File: config.mk
export PLATFORM = sky130hd
export DESIGN_NAME = humidity_sensor_frame_check_convert_unit_flat
export DESIGN_NICKNAME = d
export VERILOG_FILES = /design/src/design/hsfc_pkg.sv /design/src/design/hsfc_stream_if.sv /design/src/design/hsfc_frame_parse.sv /design/src/design/humidity_sensor_frame_check_convert_unit.sv /design/src/flat_wrapper.sv
export SDC_FILE = /design/constraint.sdc
export NUM_CORES = 1
export LEC_CHECK = 0
export BUFFER_PORTS_ARGS = -buffer_cell sky130_fd_sc_hd__buf_2
export CAP_MARGIN = 30
export CELL_PAD_IN_SITES_DETAIL_PLACEMENT = 1
export CELL_PAD_IN_SITES_GLOBAL_PLACEMENT = 1
export CORE_ASPECT_RATIO = 1.25
export CORE_MARGIN = 2
export CORE_UTILIZATION = 51
export CTS_CLUSTER_SIZE = 28
export DETAILED_ROUTE_END_ITERATION = 16
export PLACE_DENSITY_LB_ADDON = 0.1
export SETUP_SLACK_MARGIN = 0.02
export SLEW_MARGIN = 20
export SYNTH_ARGS = -nofsm -noshare
export SYNTH_HDL_FRONTEND = slang
export SYNTH_SLANG_ARGS = --single-unit
File: constraint.sdc
create_clock -name clk -period 6.2 [get_ports clk]
set_clock_uncertainty 0.1 [all_clocks]
set_input_delay 1.55 -clock clk [delete_from_list [all_inputs] [get_ports clk]]
set_output_delay 1.55 -clock clk [all_outputs]
set_load 0.05 [all_outputs]
File: src/design/hsfc_pkg.sv
`timescale 1ns / 1ps
// ----------------------------------------------------------------------------
// hsfc_pkg: shared types, constants and functions
// CRC-8 step, fixed-point scaling constants and the divide-by-65535 helper
// used by the sensor frame check and convert block.
// ----------------------------------------------------------------------------
package hsfc_pkg;

    // crc-8, polynomial x^8+x^5+x^4+1, msb first
    localparam logic [7:0] CRC_POLY = 8'h31;
    localparam logic [7:0] CRC_INIT = 8'hFF;

    // field widths
    localparam int WORD_W  = 16;
    localparam int TEMP_W  = 15;
    localparam int HUM_W   = 14;
    localparam int TPROD_W = 31;
    localparam int HPROD_W = 30;

    // scaling: temp = floor(raw*17500/65535) - 4500, rh = floor(raw*10000/65535)
    localparam logic [14:0] TEMP_SCALE  = 15'd17500;
    localparam logic [13:0] HUM_SCALE   = 14'd10000;
    localparam logic [14:0] TEMP_OFFSET = 15'd4500;

    // byte position within a frame
    typedef enum logic [2:0] {
        POS_T_HI  = 3'd0,
        POS_T_LO  = 3'd1,
        POS_T_CRC = 3'd2,
        POS_H_HI  = 3'd3,
        POS_H_LO  = 3'd4,
        POS_H_CRC = 3'd5
    } frame_pos_t;

    // frame parser to result stage
    typedef struct packed {
        logic                      done;
        logic                      good;
        logic [WORD_W-1:0]         temp_word;
        logic [WORD_W-1:0]         hum_word;
        logic signed [TEMP_W-1:0]  temp_conv;
        logic [HPROD_W-1:0]        hum_prod;
    } frame_res_t;

    // one byte of crc, unrolled over eight bits
    function automatic logic [7:0] crc8_step(input logic [7:0] crc, input logic [7:0] b);
        logic [7:0] c;
        c = crc ^ b;
        for (int i = 0; i < 8; i++) begin
            c = c[7] ? ({c[6:0], 1'b0} ^ CRC_POLY) : {c[6:0], 1'b0};
        end
        return c;
    endfunction

    // floor(x / 65535) for x below 2^31: x = q0*65536 + lo, so x = q0*65535 + (lo + q0)
    // and lo + q0 stays below twice the divisor, one correction step
    function automatic logic [15:0] div_65535(input logic [30:0] x);
        logic [14:0] q0;
        logic [16:0] r;
        logic [15:0] q;
        q0 = x[30:16];
        r  = {1'b0, x[15:0]} + {2'b00, q0};
        q  = {1'b0, q0} + {15'd0, (r >= 17'd65535)};
        return q;
    endfunction

endpackage

File: src/design/hsfc_stream_if.sv
`timescale 1ns / 1ps
// ----------------------------------------------------------------------------
// hsfc_stream_if: valid/ready channels of the frame check block
// Byte channel into the block and result channel out of it.
// ----------------------------------------------------------------------------
interface hsfc_byte_if;
    logic       valid;
    logic       ready;
    logic [7:0] rx_byte;
    logic       frame_start;

    modport source (output valid, output rx_byte, output frame_start, input ready);
    modport sink   (input valid, input rx_byte, input frame_start, output ready);
endinterface

interface hsfc_result_if;
    logic               valid;
    logic               ready;
    logic signed [14:0] temperature;
    logic [13:0]        humidity;
    logic [15:0]        raw_temp;
    logic [15:0]        raw_hum;
    logic               status;

    modport source (output valid, output temperature, output humidity,
                    output raw_temp, output raw_hum, output status, input ready);
    modport sink   (input valid, input temperature, input humidity,
                    input raw_temp, input raw_hum, input status, output ready);
endinterface

File: src/design/hsfc_frame_parse.sv
`timescale 1ns / 1ps
// ----------------------------------------------------------------------------
// hsfc_frame_parse: byte position tracking and crc check
// Assembles the two words, runs the crc over each, precomputes the
// temperature conversion and flags the sixth byte of a frame.
// ----------------------------------------------------------------------------
module hsfc_frame_parse
    import hsfc_pkg::*;
(
    input  logic       clk,
    input  logic       rst_n,
    input  logic       fire,
    input  logic [7:0] rx_byte,
    input  logic       frame_start,
    output frame_res_t res
);

    frame_pos_t          pos_reg, pos_next, pos_eff;
    logic [7:0]          crc_reg, crc_next, crc_base, crc_calc;
    logic [WORD_W-1:0]   temp_word_reg, temp_word_next;
    logic [WORD_W-1:0]   hum_word_reg, hum_word_next;
    logic                temp_good_reg, temp_good_next;
    logic [TPROD_W-1:0]  temp_prod_reg, temp_prod_next;
    logic [TEMP_W-1:0]   temp_conv_reg, temp_conv_next;
    logic [WORD_W-1:0]   temp_quot;
    logic                crc_match;
    logic                frame_done, frame_good;
    logic [HPROD_W-1:0]  hum_prod;

    // a frame start mark always forces byte 0
    assign pos_eff   = frame_start ? POS_T_HI : pos_reg;
    assign crc_base  = (pos_eff == POS_T_HI || pos_eff == POS_H_HI) ? CRC_INIT : crc_reg;
    assign crc_calc  = crc8_step(crc_base, rx_byte);
    assign crc_match = (crc_reg == rx_byte);

    // temperature product, then scaled value one byte later
    assign temp_prod_next = {15'd0, temp_word_reg} * {16'd0, TEMP_SCALE};
    assign temp_quot      = div_65535(temp_prod_reg);
    assign temp_conv_next = temp_quot[TEMP_W-1:0] - TEMP_OFFSET;

    // next state per byte position
    always_comb
    begin
        pos_next       = pos_reg;
        crc_next       = crc_reg;
        temp_word_next = temp_word_reg;
        hum_word_next  = hum_word_reg;
        temp_good_next = temp_good_reg;
        frame_done     = 1'b0;
        frame_good     = 1'b0;
        if (fire)
        begin
            case (pos_eff)
                POS_T_HI:
                begin
                    temp_word_next = {rx_byte, 8'h00};
                    crc_next       = crc_calc;
                    pos_next       = POS_T_LO;
                end
                POS_T_LO:
                begin
                    temp_word_next = {temp_word_reg[15:8], rx_byte};
                    crc_next       = crc_calc;
                    pos_next       = POS_T_CRC;
                end
                POS_T_CRC:
                begin
                    temp_good_next = crc_match;
                    crc_next       = CRC_INIT;
                    pos_next       = POS_H_HI;
                end
                POS_H_HI:
                begin
                    hum_word_next = {rx_byte, 8'h00};
                    crc_next      = crc_calc;
                    pos_next      = POS_H_LO;
                end
                POS_H_LO:
                begin
                    hum_word_next = {hum_word_reg[15:8], rx_byte};
                    crc_next      = crc_calc;
                    pos_next      = POS_H_CRC;
                end
                POS_H_CRC:
                begin
                    frame_done = 1'b1;
                    frame_good = temp_good_reg && crc_match;
                    crc_next   = CRC_INIT;
                    pos_next   = POS_T_HI;
                end
                default:
                begin
                    pos_next = POS_T_HI;
                    crc_next = CRC_INIT;
                end
            endcase
        end
    end

    // result fields for the sixth byte
    assign hum_prod = {14'd0, hum_word_reg} * {16'd0, HUM_SCALE};
    assign res      = {frame_done, frame_good, temp_word_reg, hum_word_reg,
                       temp_conv_reg, hum_prod};

    // frame state
    always_ff @(posedge clk or negedge rst_n)
    begin
        if (!rst_n)
        begin
            pos_reg       <= POS_T_HI;
            crc_reg       <= CRC_INIT;
            temp_word_reg <= '0;
            hum_word_reg  <= '0;
            temp_good_reg <= 1'b0;
        end
        else
        begin
            pos_reg       <= pos_next;
            crc_reg       <= crc_next;
            temp_word_reg <= temp_word_next;
            hum_word_reg  <= hum_word_next;
            temp_good_reg <= temp_good_next;
        end
    end

    // temperature conversion, product on the check byte, scaled on the next byte
    always_ff @(posedge clk)
    begin
        if (fire && pos_eff == POS_T_CRC)
        begin
            temp_prod_reg <= temp_prod_next;
        end
        if (fire && pos_eff == POS_H_HI)
        begin
            temp_conv_reg <= temp_conv_next;
        end
    end

endmodule

File: src/design/humidity_sensor_frame_check_convert_unit.sv
`timescale 1ns / 1ps
// ----------------------------------------------------------------------------
// humidity_sensor_frame_check_convert_unit: sensor frame check and convert
// Takes six frame bytes, checks both crc-8 words and reports converted
// temperature and humidity once per frame (last good readings if a crc fails).
// ----------------------------------------------------------------------------
//  channel    dir  handshake      item
//  byte_ch    in   valid/ready    rx_byte, frame_start
//  result_ch  out  valid/ready    temperature, humidity, raw_temp, raw_hum, status
//
//  one byte item is taken every cycle while byte_ch.ready is high; the result
//  of a frame passes the input register, result stage and output register
//  before it is offered on result_ch. reset clears the frame position, crc
//  and last good readings.
//  a stall on result_ch backs up through the result stage to the input
//  register; bytes keep flowing while any stage has room.
// ----------------------------------------------------------------------------
module humidity_sensor_frame_check_convert_unit
    import hsfc_pkg::*;
(
    input  logic               clk,
    input  logic               rst_n,
    hsfc_byte_if.sink          byte_ch,
    hsfc_result_if.source      result_ch
);

    logic                     in_vld_reg;
    logic [7:0]               in_byte_reg;
    logic                     in_start_reg;
    logic                     in_take, a_fire, b_free, b_move, out_free;
    frame_res_t               fres;

    logic                     pend_vld_reg;
    logic                     pend_good_reg;
    logic [WORD_W-1:0]        pend_temp_word_reg, pend_hum_word_reg;
    logic signed [TEMP_W-1:0] pend_temp_conv_reg;
    logic [HPROD_W-1:0]       pend_hum_prod_reg;
    logic [WORD_W-1:0]        hum_quot;
    logic [HUM_W-1:0]         hum_conv;

    logic signed [TEMP_W-1:0] last_temp_reg;
    logic [HUM_W-1:0]         last_hum_reg;

    logic                     out_vld_reg;
    logic signed [TEMP_W-1:0] out_temp_reg;
    logic [HUM_W-1:0]         out_hum_reg;
    logic [WORD_W-1:0]        out_raw_temp_reg, out_raw_hum_reg;
    logic                     out_status_reg;

    // stage flow control
    assign out_free      = !out_vld_reg || result_ch.ready;
    assign b_free        = !pend_vld_reg || out_free;
    assign b_move        = pend_vld_reg && out_free;
    assign a_fire        = in_vld_reg && b_free;
    assign byte_ch.ready = !in_vld_reg || b_free;
    assign in_take       = byte_ch.valid && byte_ch.ready;

    // input register
    always_ff @(posedge clk or negedge rst_n)
    begin
        if (!rst_n)
        begin
            in_vld_reg <= 1'b0;
        end
        else if (in_take)
        begin
            in_vld_reg <= 1'b1;
        end
        else if (a_fire)
        begin
            in_vld_reg <= 1'b0;
        end
    end

    always_ff @(posedge clk)
    begin
        if (in_take)
        begin
            in_byte_reg  <= byte_ch.rx_byte;
            in_start_reg <= byte_ch.frame_start;
        end
    end

    // byte parsing and crc
    hsfc_frame_parse u_parse (
        .clk         (clk),
        .rst_n       (rst_n),
        .fire        (a_fire),
        .rx_byte     (in_byte_reg),
        .frame_start (in_start_reg),
        .res         (fres)
    );

    // result stage holding the finished frame
    always_ff @(posedge clk or negedge rst_n)
    begin
        if (!rst_n)
        begin
            pend_vld_reg <= 1'b0;
        end
        else if (fres.done)
        begin
            pend_vld_reg <= 1'b1;
        end
        else if (b_move)
        begin
            pend_vld_reg <= 1'b0;
        end
    end

    always_ff @(posedge clk)
    begin
        if (fres.done)
        begin
            pend_good_reg      <= fres.good;
            pend_temp_word_reg <= fres.temp_word;
            pend_hum_word_reg  <= fres.hum_word;
            pend_temp_conv_reg <= fres.temp_conv;
            pend_hum_prod_reg  <= fres.hum_prod;
        end
    end

    // humidity scaling
    assign hum_quot = div_65535({1'b0, pend_hum_prod_reg});
    assign hum_conv = hum_quot[HUM_W-1:0];

    // last good readings
    always_ff @(posedge clk or negedge rst_n)
    begin
        if (!rst_n)
        begin
            last_temp_reg <= '0;
            last_hum_reg  <= '0;
        end
        else if (b_move && pend_good_reg)
        begin
            last_temp_reg <= pend_temp_conv_reg;
            last_hum_reg  <= hum_conv;
        end
    end

    // output register
    always_ff @(posedge clk or negedge rst_n)
    begin
        if (!rst_n)
        begin
            out_vld_reg <= 1'b0;
        end
        else if (b_move)
        begin
            out_vld_reg <= 1'b1;
        end
        else if (result_ch.ready)
        begin
            out_vld_reg <= 1'b0;
        end
    end

    always_ff @(posedge clk)
    begin
        if (b_move)
        begin
            out_temp_reg     <= pend_good_reg ? pend_temp_conv_reg : last_temp_reg;
            out_hum_reg      <= pend_good_reg ? hum_conv : last_hum_reg;
            out_raw_temp_reg <= pend_temp_word_reg;
            out_raw_hum_reg  <= pend_hum_word_reg;
            out_status_reg   <= !pend_good_reg;
        end
    end

    assign result_ch.valid       = out_vld_reg;
    assign result_ch.temperature = out_temp_reg;
    assign result_ch.humidity    = out_hum_reg;
    assign result_ch.raw_temp    = out_raw_temp_reg;
    assign result_ch.raw_hum     = out_raw_hum_reg;
    assign result_ch.status      = out_status_reg;

    // converted readings stay in range
    assert property (@(posedge clk) disable iff (!rst_n)
        out_vld_reg |-> (out_temp_reg >= -15'sd4500) && (out_temp_reg <= 15'sd13000))
        else $error("temperature out of range");

    assert property (@(posedge clk) disable iff (!rst_n)
        out_vld_reg |-> (out_hum_reg <= 14'd10000))
        else $error("humidity out of range");

    // a held frame result is not dropped while the output stalls
    assert property (@(posedge clk) disable iff (!rst_n)
        (pend_vld_reg && !out_free) |=> pend_vld_reg)
        else $error("pending frame result lost");

    // a good frame reports exactly the last good readings
    assert property (@(posedge clk) disable iff (!rst_n)
        (out_vld_reg && !out_status_reg) |-> (out_temp_reg == last_temp_reg)
            && (out_hum_reg == last_hum_reg))
        else $error("good frame does not match stored readings");

endmodule
File: src/flat_wrapper.sv
// flat-port wrapper written by rule: the top's interface ports become plain ports
module humidity_sensor_frame_check_convert_unit_flat import hsfc_pkg::*;
  (clk, rst_n, byte_ch_valid, byte_ch_rx_byte, byte_ch_frame_start, byte_ch_ready, result_ch_valid, result_ch_temperature, result_ch_humidity, result_ch_raw_temp, result_ch_raw_hum, result_ch_status, result_ch_ready);
  hsfc_byte_if byte_ch_i ();
  hsfc_result_if result_ch_i ();
  input  logic clk;
  input  logic rst_n;
  input wire logic [$bits(byte_ch_i.valid)-1:0] byte_ch_valid;
  input wire logic [$bits(byte_ch_i.rx_byte)-1:0] byte_ch_rx_byte;
  input wire logic [$bits(byte_ch_i.frame_start)-1:0] byte_ch_frame_start;
  output wire logic [$bits(byte_ch_i.ready)-1:0] byte_ch_ready;
  output wire logic [$bits(result_ch_i.valid)-1:0] result_ch_valid;
  output wire logic [$bits(result_ch_i.temperature)-1:0] result_ch_temperature;
  output wire logic [$bits(result_ch_i.humidity)-1:0] result_ch_humidity;
  output wire logic [$bits(result_ch_i.raw_temp)-1:0] result_ch_raw_temp;
  output wire logic [$bits(result_ch_i.raw_hum)-1:0] result_ch_raw_hum;
  output wire logic [$bits(result_ch_i.status)-1:0] result_ch_status;
  input wire logic [$bits(result_ch_i.ready)-1:0] result_ch_ready;
  assign byte_ch_i.valid = byte_ch_valid;
  assign byte_ch_i.rx_byte = byte_ch_rx_byte;
  assign byte_ch_i.frame_start = byte_ch_frame_start;
  assign byte_ch_ready = byte_ch_i.ready;
  assign result_ch_valid = result_ch_i.valid;
  assign result_ch_temperature = result_ch_i.temperature;
  assign result_ch_humidity = result_ch_i.humidity;
  assign result_ch_raw_temp = result_ch_i.raw_temp;
  assign result_ch_raw_hum = result_ch_i.raw_hum;
  assign result_ch_status = result_ch_i.status;
  assign result_ch_i.ready = result_ch_ready;
  humidity_sensor_frame_check_convert_unit u_core (.clk(clk), .rst_n(rst_n), .byte_ch(byte_ch_i), .result_ch(result_ch_i));
endmodule
## Word-level counts from Yosys, hierarchy flattened

Index checks and enable logic that the tools add are counted.

| word-level totals | value |
|---|---|
| memories kept | 0 |
| bits in latches | 0 |
| memory bits (writable) | 0 |
| input bits | 13 |
| memory bits (read-only) | 0 |
| word-level logic and storage cells | 104 |
| register bits after elaboration | 265 |

| operators by class | value |
|---|---|
| order comparisons | 2 |
| bitwise logic cells | 11 |
| add/sub/neg operators | 5 |
| div/mod/pow operators | 0 |
| reductions and logical operators | 28 |
| multiplexer cells | 24 |
| shift-type cells | 0 |
| eq/ne operators | 6 |
| multiply operators | 2 |

Operators by type and width:

| cell | number |
|---|---|
| 16-bit one-hot mux with 2 select lines | 2 |
| 6-bit two-way mux | 8 |
| 17-bit by 16-bit >= comparator with 1-bit output (second input constant) | 2 |
| 16-bit by 13-bit multiplier with 29-bit output (second input constant) | 1 |
| 16-bit by 10-bit multiplier with 26-bit output (second input constant) | 1 |
| 3-bit NOT | 8 |
| 16-bit by 14-bit adder with 17-bit output | 1 |
| 16-bit by 15-bit adder with 17-bit output | 1 |
| 8-bit two-way mux | 2 |
| 15-bit by 1-bit adder with 15-bit output | 1 |
| 15-bit two-way mux | 1 |
| 3-bit one-hot mux with 5 select lines | 1 |
| 15-bit by 13-bit subtractor with 15-bit output (second input constant) | 1 |
| 14-bit by 1-bit adder with 14-bit output | 1 |
| 14-bit two-way mux | 1 |
| 2-bit nonzero test | 5 |
| 8-bit equality test | 1 |
| 1-bit two-way mux | 8 |
| 2-bit AND reduction | 4 |
| 8-bit bitwise XOR | 1 |
| 1-bit logical AND | 7 |
| 3-bit by 2-bit equality test with 1-bit output (second input constant) | 2 |
| 3-bit equality test (second input constant) | 2 |
| 3-bit AND reduction | 2 |
| other kinds (7) | 14 |

## Longest topological paths before layout

Gate-level depths: netlist of run 1.

| depth | value |
|---|---|
| word-level depth | 22 |
| gate-level depth with buffers | 19 |
| mapped depth without buffers | 19 |

## By module

A second synthesis of run 1 with hierarchy kept.

| second synthesis, totals | value |
|---|---|
| cells, all modules | 1,485 |
| area total of the unflattened synthesis | 17,265.3 µm² |

Modules (own cells, without submodules):

| module | area each (µm²) | cells each | seq. area each (µm²) | instances |
|---|---|---|---|---|
| hsfc_frame_parse | 10,233.6 | 1,061 | 2,432.3 | 1 |
| humidity_sensor_frame_check_convert_unit | 7,031.7 | 424 | 5,275.1 | 1 |

## Worst setup path before layout of run 1

OpenSTA, ideal clock, no wires.

| timing | value |
|---|---|
| path kind | reg-to-reg |
| from | register u_core.u_parse.hum_word_reg[9] |
| to | register u_core.pend_hum_prod_reg[28] (data pin) |
| data arrival time | 4,498 ps |
| cell stages (with the launch flop) | 16 |
| data required time | 5,839 ps |
| period minus slack after synthesis | 4,859 ps |
| library setup time | 261 ps |
| path slack | 1,341 ps |
| cells stage by stage | dfrtp_1 -> inv_1 -> fa_1 -> inv_1 -> ha_1 -> fa_1 -> ha_1 -> fa_1 -> ha_1 -> a21o_1 -> a21o_1 -> a21o_1 -> a211oi_1 -> o211ai_1 -> o21a_1 -> a311o_1 |

RTL lines:

| item | line | RTL |
|---|---|---|
| from (decl) | hsfc_frame_parse.sv:21 | `logic [WORD_W-1:0] hum_word_reg, hum_word_next;` |
| from (signal assigned) | hsfc_frame_parse.sv:121 | `hum_word_reg <= hum_word_next;` |
| to (signal assigned) | humidity_sensor_frame_check_convert_unit.sv:119 | `pend_hum_prod_reg <= fres.hum_prod;` |
| to (decl) | humidity_sensor_frame_check_convert_unit.sv:37 | `logic [HPROD_W-1:0] pend_hum_prod_reg;` |

==> results of run 1 <==
-- worst max-delay path: stages (launching register included) --
cell      delay, ns
dfrtp_1        0.47
inv_1          0.16
fa_1           0.51
inv_1          0.04
ha_1           0.29
fa_1           0.48
ha_1           0.33
fa_1           0.46
ha_1           0.38
a21o_1         0.22
a21o_1         0.18
a21o_1         0.17
a211oi_1       0.50
o211ai_1       0.25
o21a_1         0.22
a311o_1        0.31
-- cells in the final DEF, fill, tap and decap left out, types with 10 or more instances in the layout --
cell type / count
a211oi_1: 16
a21o_1: 20
a21oi_1: 63
and3_1: 11
buf_2: 76
buf_4: 13
clkbuf_16: 29
dfrtp_1: 68
edfxtp_1: 185
fa_1: 82
ha_1: 195
inv_1: 226
mux2_2: 35
nand2_1: 95
nand2b_1: 10
nand3_1: 16
nand4_1: 18
nor2_1: 45
nor2b_1: 11
nor3_1: 11
o21a_1: 11
o21ai_0: 75
o21bai_1: 12
o31ai_1: 13
xnor2_1: 63
xor2_1: 32
-- layout make-up --
type                       count  share of cell area
multi-input combinational    918               0.442
sequential                   261               0.404
inverter                     227              0.0461
clock buffer                  34              0.0408
tap                          412              0.0279
timing repair buffer          90              0.0273
clock inverter                18              0.0115
-- layer usage --
layer  vias up  part of all wire
met5         -                 0
met4         0             0.024
met3        54             0.032
met2       163              0.52
met1      5397              0.43
li1       5153                 -
-- path summary, 6_finish.rpt --
kind                                                       from                      endpoint  cells after the start
worst min register to register  u_core.u_parse.temp_conv_reg[8]  u_core.pend_temp_conv_reg[8]                      0
worst max-delay path             u_core.u_parse.hum_word_reg[9]  u_core.pend_hum_prod_reg[28]                     15
min in group asynchronous                                 rst_n       u_core.last_temp_reg[7]                      1
worst min-delay path            u_core.u_parse.temp_conv_reg[8]  u_core.pend_temp_conv_reg[8]                      0
worst max register to register   u_core.u_parse.hum_word_reg[9]  u_core.pend_hum_prod_reg[28]                     15
max in group asynchronous                                 rst_n     u_core.u_parse.crc_reg[5]                      3
-- per-stage QoR --
step	hold slack [ns]	std cells
final	0.323	1960
after global routing	0.327	1960
after CTS	0.320	1958
after detailed placement	0.305	1906
after global placement	0.300	1904
after floorplan	0.300	1436
-- kinds of logic (layout without fill, tap and decap cells) --
group / count (synthesis) / in the layout
AO/OA/AOI/OAI: 258 / 258
XOR/XNOR: 98 / 98
adder cells (fa/ha/maj): 277 / 277
buffers and inverters: 257 / 369
flip-flops: 261 / 261
multiplexers: 37 / 37
AND/OR/NAND/NOR: 248 / 248
==> out/metrics.csv, run 1 <==
stage;metric;value;unit
setup_path;path_class;reg2reg;
global_route;grt_overflow;0;
global_route;grt_pass1_vias;11600;
synthesis;synth-compound-area-share;0.0967;
global_route;antenna_found_initial;0;
clock_tree;clockBufferDepth;3;
route;wl_per_cell;19.0;um
synthesis;synth_top_family_by_area;adder cells;
clock_tree;cts_setup_buffers;0;
place;place.gp.congestion;0.852;
timing;period_share;0.859;
synthesis;synth_top_cell_by_area;edfxtp_1;
timing;rsz0062_at_grt;false;
layout;post-route-util;0.578;
timing;relSlewSlack;0.398;
synthesis;yosys_warnings;0;
timing;timing.setup.tns;0;ns
global_route;grt_max_degree;65;
run_status;run_status;finished, final reports clean;
synthesis;synthAdderAreaFrac;0.246;
floorplan;io-pin-count;77;
synthesis;synth_top_area_share;0.334;
timing;tightest_slew;0.897;ns
timing;fin_ws;0.876;ns
synthesis;avgSynthCellArea;11.6;um^2
clock_tree;postCtsHoldBufs;0;
route;drt_wl_total;37200;um
setup_path;cp.required;6.40;ns
setup_path;worstPathArrival;5.53;ns
layout;multi_input_area;8180;um^2
setup_path;start_kind;flop;
setup_path;regToRegSetupSlack;0.88;ns
synthesis;synthFlopType;edfxtp_1;
layout;stdcell_area;18500;um^2
global_route;use_met3;0.0272;
clock_tree;cts.sinks;261;
job;drv_cap;0;
place;dpl.hpwl;28300;um
clock_tree;clkTransAtPathRegs;0.06;ns
min_path;holdCritPathClass;reg2reg;
synthesis;synth_nets;1726;
clock_tree;cts_inserted_buffers;28;
route;drt_first_pass_iters;4;
place;numPortBuffers;76;
setup_path;crit_fanout;5;
synthesis;synth-simple-area-share;0.0716;
floorplan;die_x;165;um
floorplan;start_util;0.520;
timing;drv_slew;0;
synthesis;synth_most_common_cell;inv_1;
floorplan;fp.dieArea;34000;um^2
synthesis;synth_area;16600;um^2
synthesis;synth_edf_count;185;
timing;setup_viol;0;
synthesis;syn_inst;1436;
route;ant_nets;0;
route;viasPerCell;5.49;
clock_tree;root_buffer;clkbuf_16;
route;post-route-drc-count;0;
synthesis;synth_seq_cells;261;
place;place_ws;0.869;ns
clock_tree;cts.htree.levels;1;
global_route;grt_most_used_layer;met2;
place;placed_area;17500;um^2
route;first_iter_violations;536;
route;vias;10800;
global_route;grt_pass1_wl;59600;um
timing;period_minus_slack;5.32;ns
global_route;grt.met2_usage;0.409;
clock_tree;cts_tree;done;
synthesis;synth.area.mux_share;0.0249;
synthesis;yosys-top-cells-area;edfxtp_1, ha_1, dfrtp_1;
layout;regArea;7470;um^2
setup_path;crit_path_end_kind;flop;
floorplan;die_y;206;um
clock_tree;clk_latency;0.56;ns
synthesis;seq_area_frac_synth;0.449;
layout;fillers;3405;
global_route;grtUsageMet1;0.280;
synthesis;ys_types;59;
timing;finalHoldViolCount;0;
layout;drive_gt1_frac;0.116;
floorplan;coreArea;32000;um^2
synthesis;synthArstFlopShare;0.291;
layout;antenna_cells;0;
global_route;grt_usage;0.226;
floorplan;rows;73;
layout;area_growth;11.3;%
layout;largest_reg_flops;29;
clock_tree;cts.repair.resized;0;
timing;fmax;0.188;GHz
layout;fin_nets;1816;
synthesis;synth-xor-area-share;0.0534;
synthesis;synth_commonest_cells;inv_1, ha_1, edfxtp_1;
Power of run 1 is not shown: default switching activity piles up to over one toggle a cycle in this logic, so the estimate is an artifact.
==> run 2, diff against run 1 <==
--- a/config.mk
+++ b/config.mk
@@ -6,12 +6,13 @@
 export NUM_CORES = 1
 export LEC_CHECK = 0
 export BUFFER_PORTS_ARGS = -buffer_cell sky130_fd_sc_hd__buf_2
-export CAP_MARGIN = 30
+export CAP_MARGIN = 25
 export CELL_PAD_IN_SITES_DETAIL_PLACEMENT = 1
 export CELL_PAD_IN_SITES_GLOBAL_PLACEMENT = 1
 export CORE_ASPECT_RATIO = 1.25
 export CORE_MARGIN = 2
 export CORE_UTILIZATION = 51
+export CTS_BUF_LIST = sky130_fd_sc_hd__clkbuf_4 sky130_fd_sc_hd__clkbuf_8 sky130_fd_sc_hd__clkbuf_16
 export CTS_CLUSTER_SIZE = 28
 export DETAILED_ROUTE_END_ITERATION = 16
 export PLACE_DENSITY_LB_ADDON = 0.1
==> run 2 against run 1 <==
Against the previous run:
- setup slack lost 0.010 ns
- utilization is essentially flat
- final cell count shrank 0.10%
- count of clock-buffer cells in the layout grew 2
- sequential cell count is the same
- via count is essentially flat
- wire length shrank 0.56%
- global-route usage shrank 0.13 points
- die area is the same
- critical endpoint unchanged
- highest routed layer unchanged
==> out/metrics.csv, run 2 (synthesis results as in run 1) <==
stage;metric;value;unit
layout;regArea;7470;um^2
timing;period_minus_slack;5.33;ns
setup_path;crit_fanout;5;
global_route;antenna_found_initial;0;
global_route;grt_usage;0.224;
floorplan;fp.dieArea;34000;um^2
run_status;run_status;finished, final reports clean;
global_route;grt_pass1_wl;59800;um
timing;timing.setup.tns;0;ns
setup_path;rr_startpoint;u_core.u_parse.hum_word_reg[8];
timing;relSlewSlack;0.379;
floorplan;die_x;165;um
layout;antenna_cells;0;
clock_tree;cts_inserted_buffers;28;
floorplan;rows;73;
setup_path;worstPathArrival;5.53;ns
place;numPortBuffers;76;
setup_path;critPathCapture;u_core.pend_hum_prod_reg[28];
layout;drive_gt1_frac;0.118;
layout;final_cell_mix;inv_1, ha_1, edfxtp_1;
floorplan;coreArea;32000;um^2
floorplan;io-pin-count;77;
setup_path;start_kind;flop;
clock_tree;cts.repair.resized;0;
clock_tree;cts.htree.levels;1;
clock_tree;root_buffer;clkbuf_16;
floorplan;start_util;0.520;
route;vias;10800;
clock_tree;cts_tree;done;
place;place.gp.congestion;0.852;
global_route;grt_max_degree;65;
layout;multi_input_area;8180;um^2
layout;mostFrequentLayoutCell;inv_1;
route;wl_per_cell;18.9;um
route;viasPerCell;5.50;
job;drv_cap;0;
timing;finalHoldViolCount;0;
setup_path;path_class;reg2reg;
timing;drv_slew;0;
clock_tree;cts_setup_buffers;0;
setup_path;ff2ff_path_depth;15;
clock_tree;postCtsHoldBufs;0;
clock_tree;cts.sinks;261;
layout;fillers;3374;
route;drt_first_pass_iters;5;
layout;area_growth;11.2;%
setup_path;cp.required;6.40;ns
floorplan;die_y;206;um
timing;rsz0062_at_grt;false;
route;first_iter_violations;544;
timing;tightest_slew;0.925;ns
clock_tree;clk_latency;0.55;ns
min_path;holdCritPathClass;reg2reg;
clock_tree;clkTransAtPathRegs;0.06;ns
global_route;grt_overflow;0;
route;drt_wl_total;36900;um
setup_path;r2r-end;u_core.pend_hum_prod_reg[28];
route;post-route-drc-count;0;
route;ant_nets;0;
timing;period_share;0.860;
global_route;grt_pass1_vias;11600;
clock_tree;clockBufferDepth;3;
setup_path;crit_path_end_kind;flop;
timing;setup_viol;0;
layout;fin_nets;1814;
layout;largest_reg_flops;29;
place;dpl.hpwl;28300;um
setup_path;regToRegSetupSlack;0.87;ns
timing;fmax;0.187;GHz
setup_path;cp-startpoint;u_core.u_parse.hum_word_reg[8];
run 2: changes by cell type in the layout (fill, tap and decap cells not counted), sizes merged:
cell	previous run	this run
buf	90	87
clkbuf	34	37
clkinv	11	9
run 2: worst min-delay path by stage:
stage	from	end	slack, ns	cells after the start
2_1_floorplan	u_core.u_parse.temp_conv_reg[0]	u_core.pend_temp_conv_reg[0]	0.30	0
3_3_place_gp	u_core.u_parse.temp_conv_reg[0]	u_core.pend_temp_conv_reg[0]	0.30	0
3_5_place_dp	u_core.u_parse.temp_conv_reg[13]	u_core.pend_temp_conv_reg[13]	0.31	0
4_1_cts	u_core.u_parse.temp_conv_reg[13]	u_core.pend_temp_conv_reg[13]	0.32	0
5_1_grt	u_core.u_parse.temp_conv_reg[13]	u_core.pend_temp_conv_reg[13]	0.32	0
6_report	u_core.u_parse.temp_conv_reg[13]	u_core.pend_temp_conv_reg[13]	0.32	0
run 2: routing by layer:
layer	track usage	vias to the layer above	share of wire
li1	-	5158	-
met1	0.282	5397	0.43
met2	0.408	153	0.52
met3	0.0264	58	0.028
met4	0.0573	0	0.025
met5	0	-	0
run 2: area by class of cell:
class,count,area share
multi-input cells,918,0.443
clock inverters,16,0.0113
flip-flops and latches,261,0.404
well taps,412,0.0279
inverters,227,0.0461
repair buffers,88,0.0255
clock buffers,36,0.0421
run 2: per-stage QoR:
step / hold slack, ns / instance area (um^2) / worst slack [ns] / utilization / cells
after floorplan: 0.300 / 16600 / 1.34 / - / 1436
after global placement: 0.300 / 17500 / 0.998 / 0.547 / 1904
after detailed placement: 0.305 / 17500 / 0.845 / 0.547 / 1904
after CTS: 0.319 / 18500 / 0.845 / 0.577 / 1956
after global routing: 0.321 / 18500 / 0.541 / 0.578 / 1958
final: 0.317 / 18500 / 0.866 / 0.578 / 1958
run 2: critical path, cell delays in order, from the launching register on:
cell,delay (ns)
dfrtp_1,0.43
inv_1,0.17
fa_1,0.54
inv_1,0.04
ha_1,0.29
fa_1,0.48
ha_1,0.33
fa_1,0.46
ha_1,0.38
a21o_1,0.22
a21o_1,0.18
a21o_1,0.17
a211oi_1,0.51
o211ai_1,0.26
o21a_1,0.22
a311o_1,0.31
Power of run 2 is left out for the same reason.
==> run 3, diff against run 2 <==
==> constraint.sdc (replaced) <==
create_clock -name clk -period 6.2 [get_ports clk]
set_clock_uncertainty 0.1 [all_clocks]
set_input_delay 1.86 -clock clk [delete_from_list [all_inputs] [get_ports clk]]
set_output_delay 1.86 -clock clk [all_outputs]
set_load 0.05 [all_outputs]
==> run 3 against run 2 <==
Against the previous run:
- design area about the same
- first-iteration DRC count increased by 2.9%
- setup slack improved by 0.00087 ns
- worst hold slack improved by 0.00078 ns
- critical path depth unchanged
- count of clock-buffer cells in the layout decreased by 2
==> out/metrics.csv, run 3 (synthesis results as in run 1) <==
stage;metric;value;unit
run_status;run_status;finished, final reports clean;
setup_path;worst-path-buf-inv;2;
setup_path;slowest_stage;fa_1;
route;post-route-drc-count;0;
floorplan;io-pin-count;77;
setup_path;rr_startpoint;u_core.u_parse.hum_word_reg[9];
clock_tree;cts_setup_buffers;0;
clock_tree;postCtsHoldBufs;0;
setup_path;ff2ff_path_depth;15;
timing;period_minus_slack;5.33;ns
clock_tree;cts.htree.levels;1;
clock_tree;clkTransAtPathRegs;0.06;ns
global_route;grt_overflow;0;
place;place.gp.congestion;0.864;
global_route;grt_max_degree;54;
global_route;grt_pass1_wl;61600;um
route;viasPerCell;5.51;
setup_path;path_class;reg2reg;
layout;fin_nets;1812;
clock_tree;root_buffer;clkbuf_16;
route;drt_first_pass_iters;4;
min_path;holdPathEnd;u_core.pend_temp_conv_reg[3];
timing;timing.setup.tns;0;ns
floorplan;rows;73;
layout;largest_reg_flops;29;
setup_path;crit_family;adder cells;
layout;area_growth;11.1;%
layout;drive_gt1_frac;0.119;
timing;setup_viol;0;
timing;drv_slew;0;
setup_path;crit_fanout;5;
setup_path;crit_path_end_kind;flop;
clock_tree;cts_inserted_buffers;28;
route;ant_nets;0;
setup_path;regToRegSetupSlack;0.87;ns
setup_path;r2r-end;u_core.pend_hum_prod_reg[28];
route;first_iter_violations;560;
global_route;grt_usage;0.233;
setup_path;start_kind;flop;
timing;tightest_slew;0.935;ns
min_path;hp-start;u_core.u_parse.temp_conv_reg[3];
timing;relSlewSlack;0.373;
timing;rsz0062_at_grt;false;
route;wl_per_cell;19.4;um
timing;fmax;0.187;GHz
place;dpl.hpwl;28900;um
layout;antenna_cells;0;
global_route;antenna_found_initial;0;
setup_path;worstPathArrival;5.53;ns
route;drt_wl_total;37900;um
floorplan;start_util;0.520;
place;numPortBuffers;76;
timing;hold_ws;0.317;ns
route;vias;10800;
setup_path;cp.required;6.40;ns
layout;mostFrequentLayoutCell;inv_1;
clock_tree;cts_tree;done;
floorplan;coreArea;32000;um^2
layout;final_cell_mix;inv_1, ha_1, edfxtp_1;
clock_tree;cts.sinks;261;
setup_path;max_stage_delay;0.52;ns
floorplan;fp.dieArea;34000;um^2
layout;fillers;3339;
floorplan;die_y;206;um
timing;period_share;0.860;
min_path;hold_depth;0;
job;drv_cap;0;
timing;finalHoldViolCount;0;
global_route;grt_pass1_vias;11700;
floorplan;die_x;165;um
setup_path;crit_chain;inv_1 > fa_1 > inv_1 > ha_1 > fa_1 > ha_1 > fa_1 > ha_1 > a21o_1 > a21o_1 > a21o_1 > a211oi_1 > o211ai_1 > o21a_1 > a311o_1;
clock_tree;clk_latency;0.57;ns
min_path;holdCritPathClass;reg2reg;
clock_tree;clockBufferDepth;3;
clock_tree;cts.repair.resized;0;
## run 3: cell count changes in the layout (fill, tap and decap cells not counted), moves of 2 or more
| cell | previous run | this run |
|---|---|---|
| buf_4 | 12 | 9 |
| clkbuf_4 | 7 | 5 |
| clkinv_1 | 5 | 3 |
| clkinv_2 | 3 | 5 |
## run 3: worst max path at each step
stage	start	cells past startpoint	endpoint
after CTS	u_core.u_parse.hum_word_reg[9]	15	u_core.pend_hum_prod_reg[28]
after global routing	u_core.u_parse.hum_word_reg[4]	18	u_core.pend_hum_prod_reg[28]
final	u_core.u_parse.hum_word_reg[9]	15	u_core.pend_hum_prod_reg[28]
after global placement	u_core.u_parse.hum_word_reg[9]	15	u_core.pend_hum_prod_reg[28]
after detailed placement	u_core.u_parse.hum_word_reg[9]	15	u_core.pend_hum_prod_reg[28]
after floorplan	u_core.u_parse.hum_word_reg[9]	15	u_core.pend_hum_prod_reg[28]
## run 3: per-stage QoR
step | worst slack (ns) | area (um^2) | util | std cells
5_1_grt | 0.569 | 18500 | 0.577 | 1956
3_3_place_gp | 1.00 | 17500 | 0.547 | 1903
4_1_cts | 0.817 | 18400 | 0.577 | 1955
6_report | 0.866 | 18500 | 0.577 | 1956
2_1_floorplan | 1.34 | 16600 | - | 1436
3_5_place_dp | 0.867 | 17500 | 0.547 | 1903
## run 3: area by class of cell
type | instances | area, um^2 | area share
inverters | 227 | 852 | 0.0462
repair buffers | 86 | 468 | 0.0254
clock buffers | 34 | 752 | 0.0407
flip-flops and latches | 261 | 7470 | 0.405
clock inverters | 18 | 218 | 0.0118
well taps | 412 | 515 | 0.0279
multi-input cells | 918 | 8180 | 0.443
## run 3: metal layers
layer	up-vias	wire length (um)	global-route usage
li1	5151	-	-
met1	5428	15700	0.280
met2	147	20200	0.437
met3	58	1050	0.0272
met4	0	938	0.0650
met5	-	0	0
Power of run 3 is left out for the same reason.
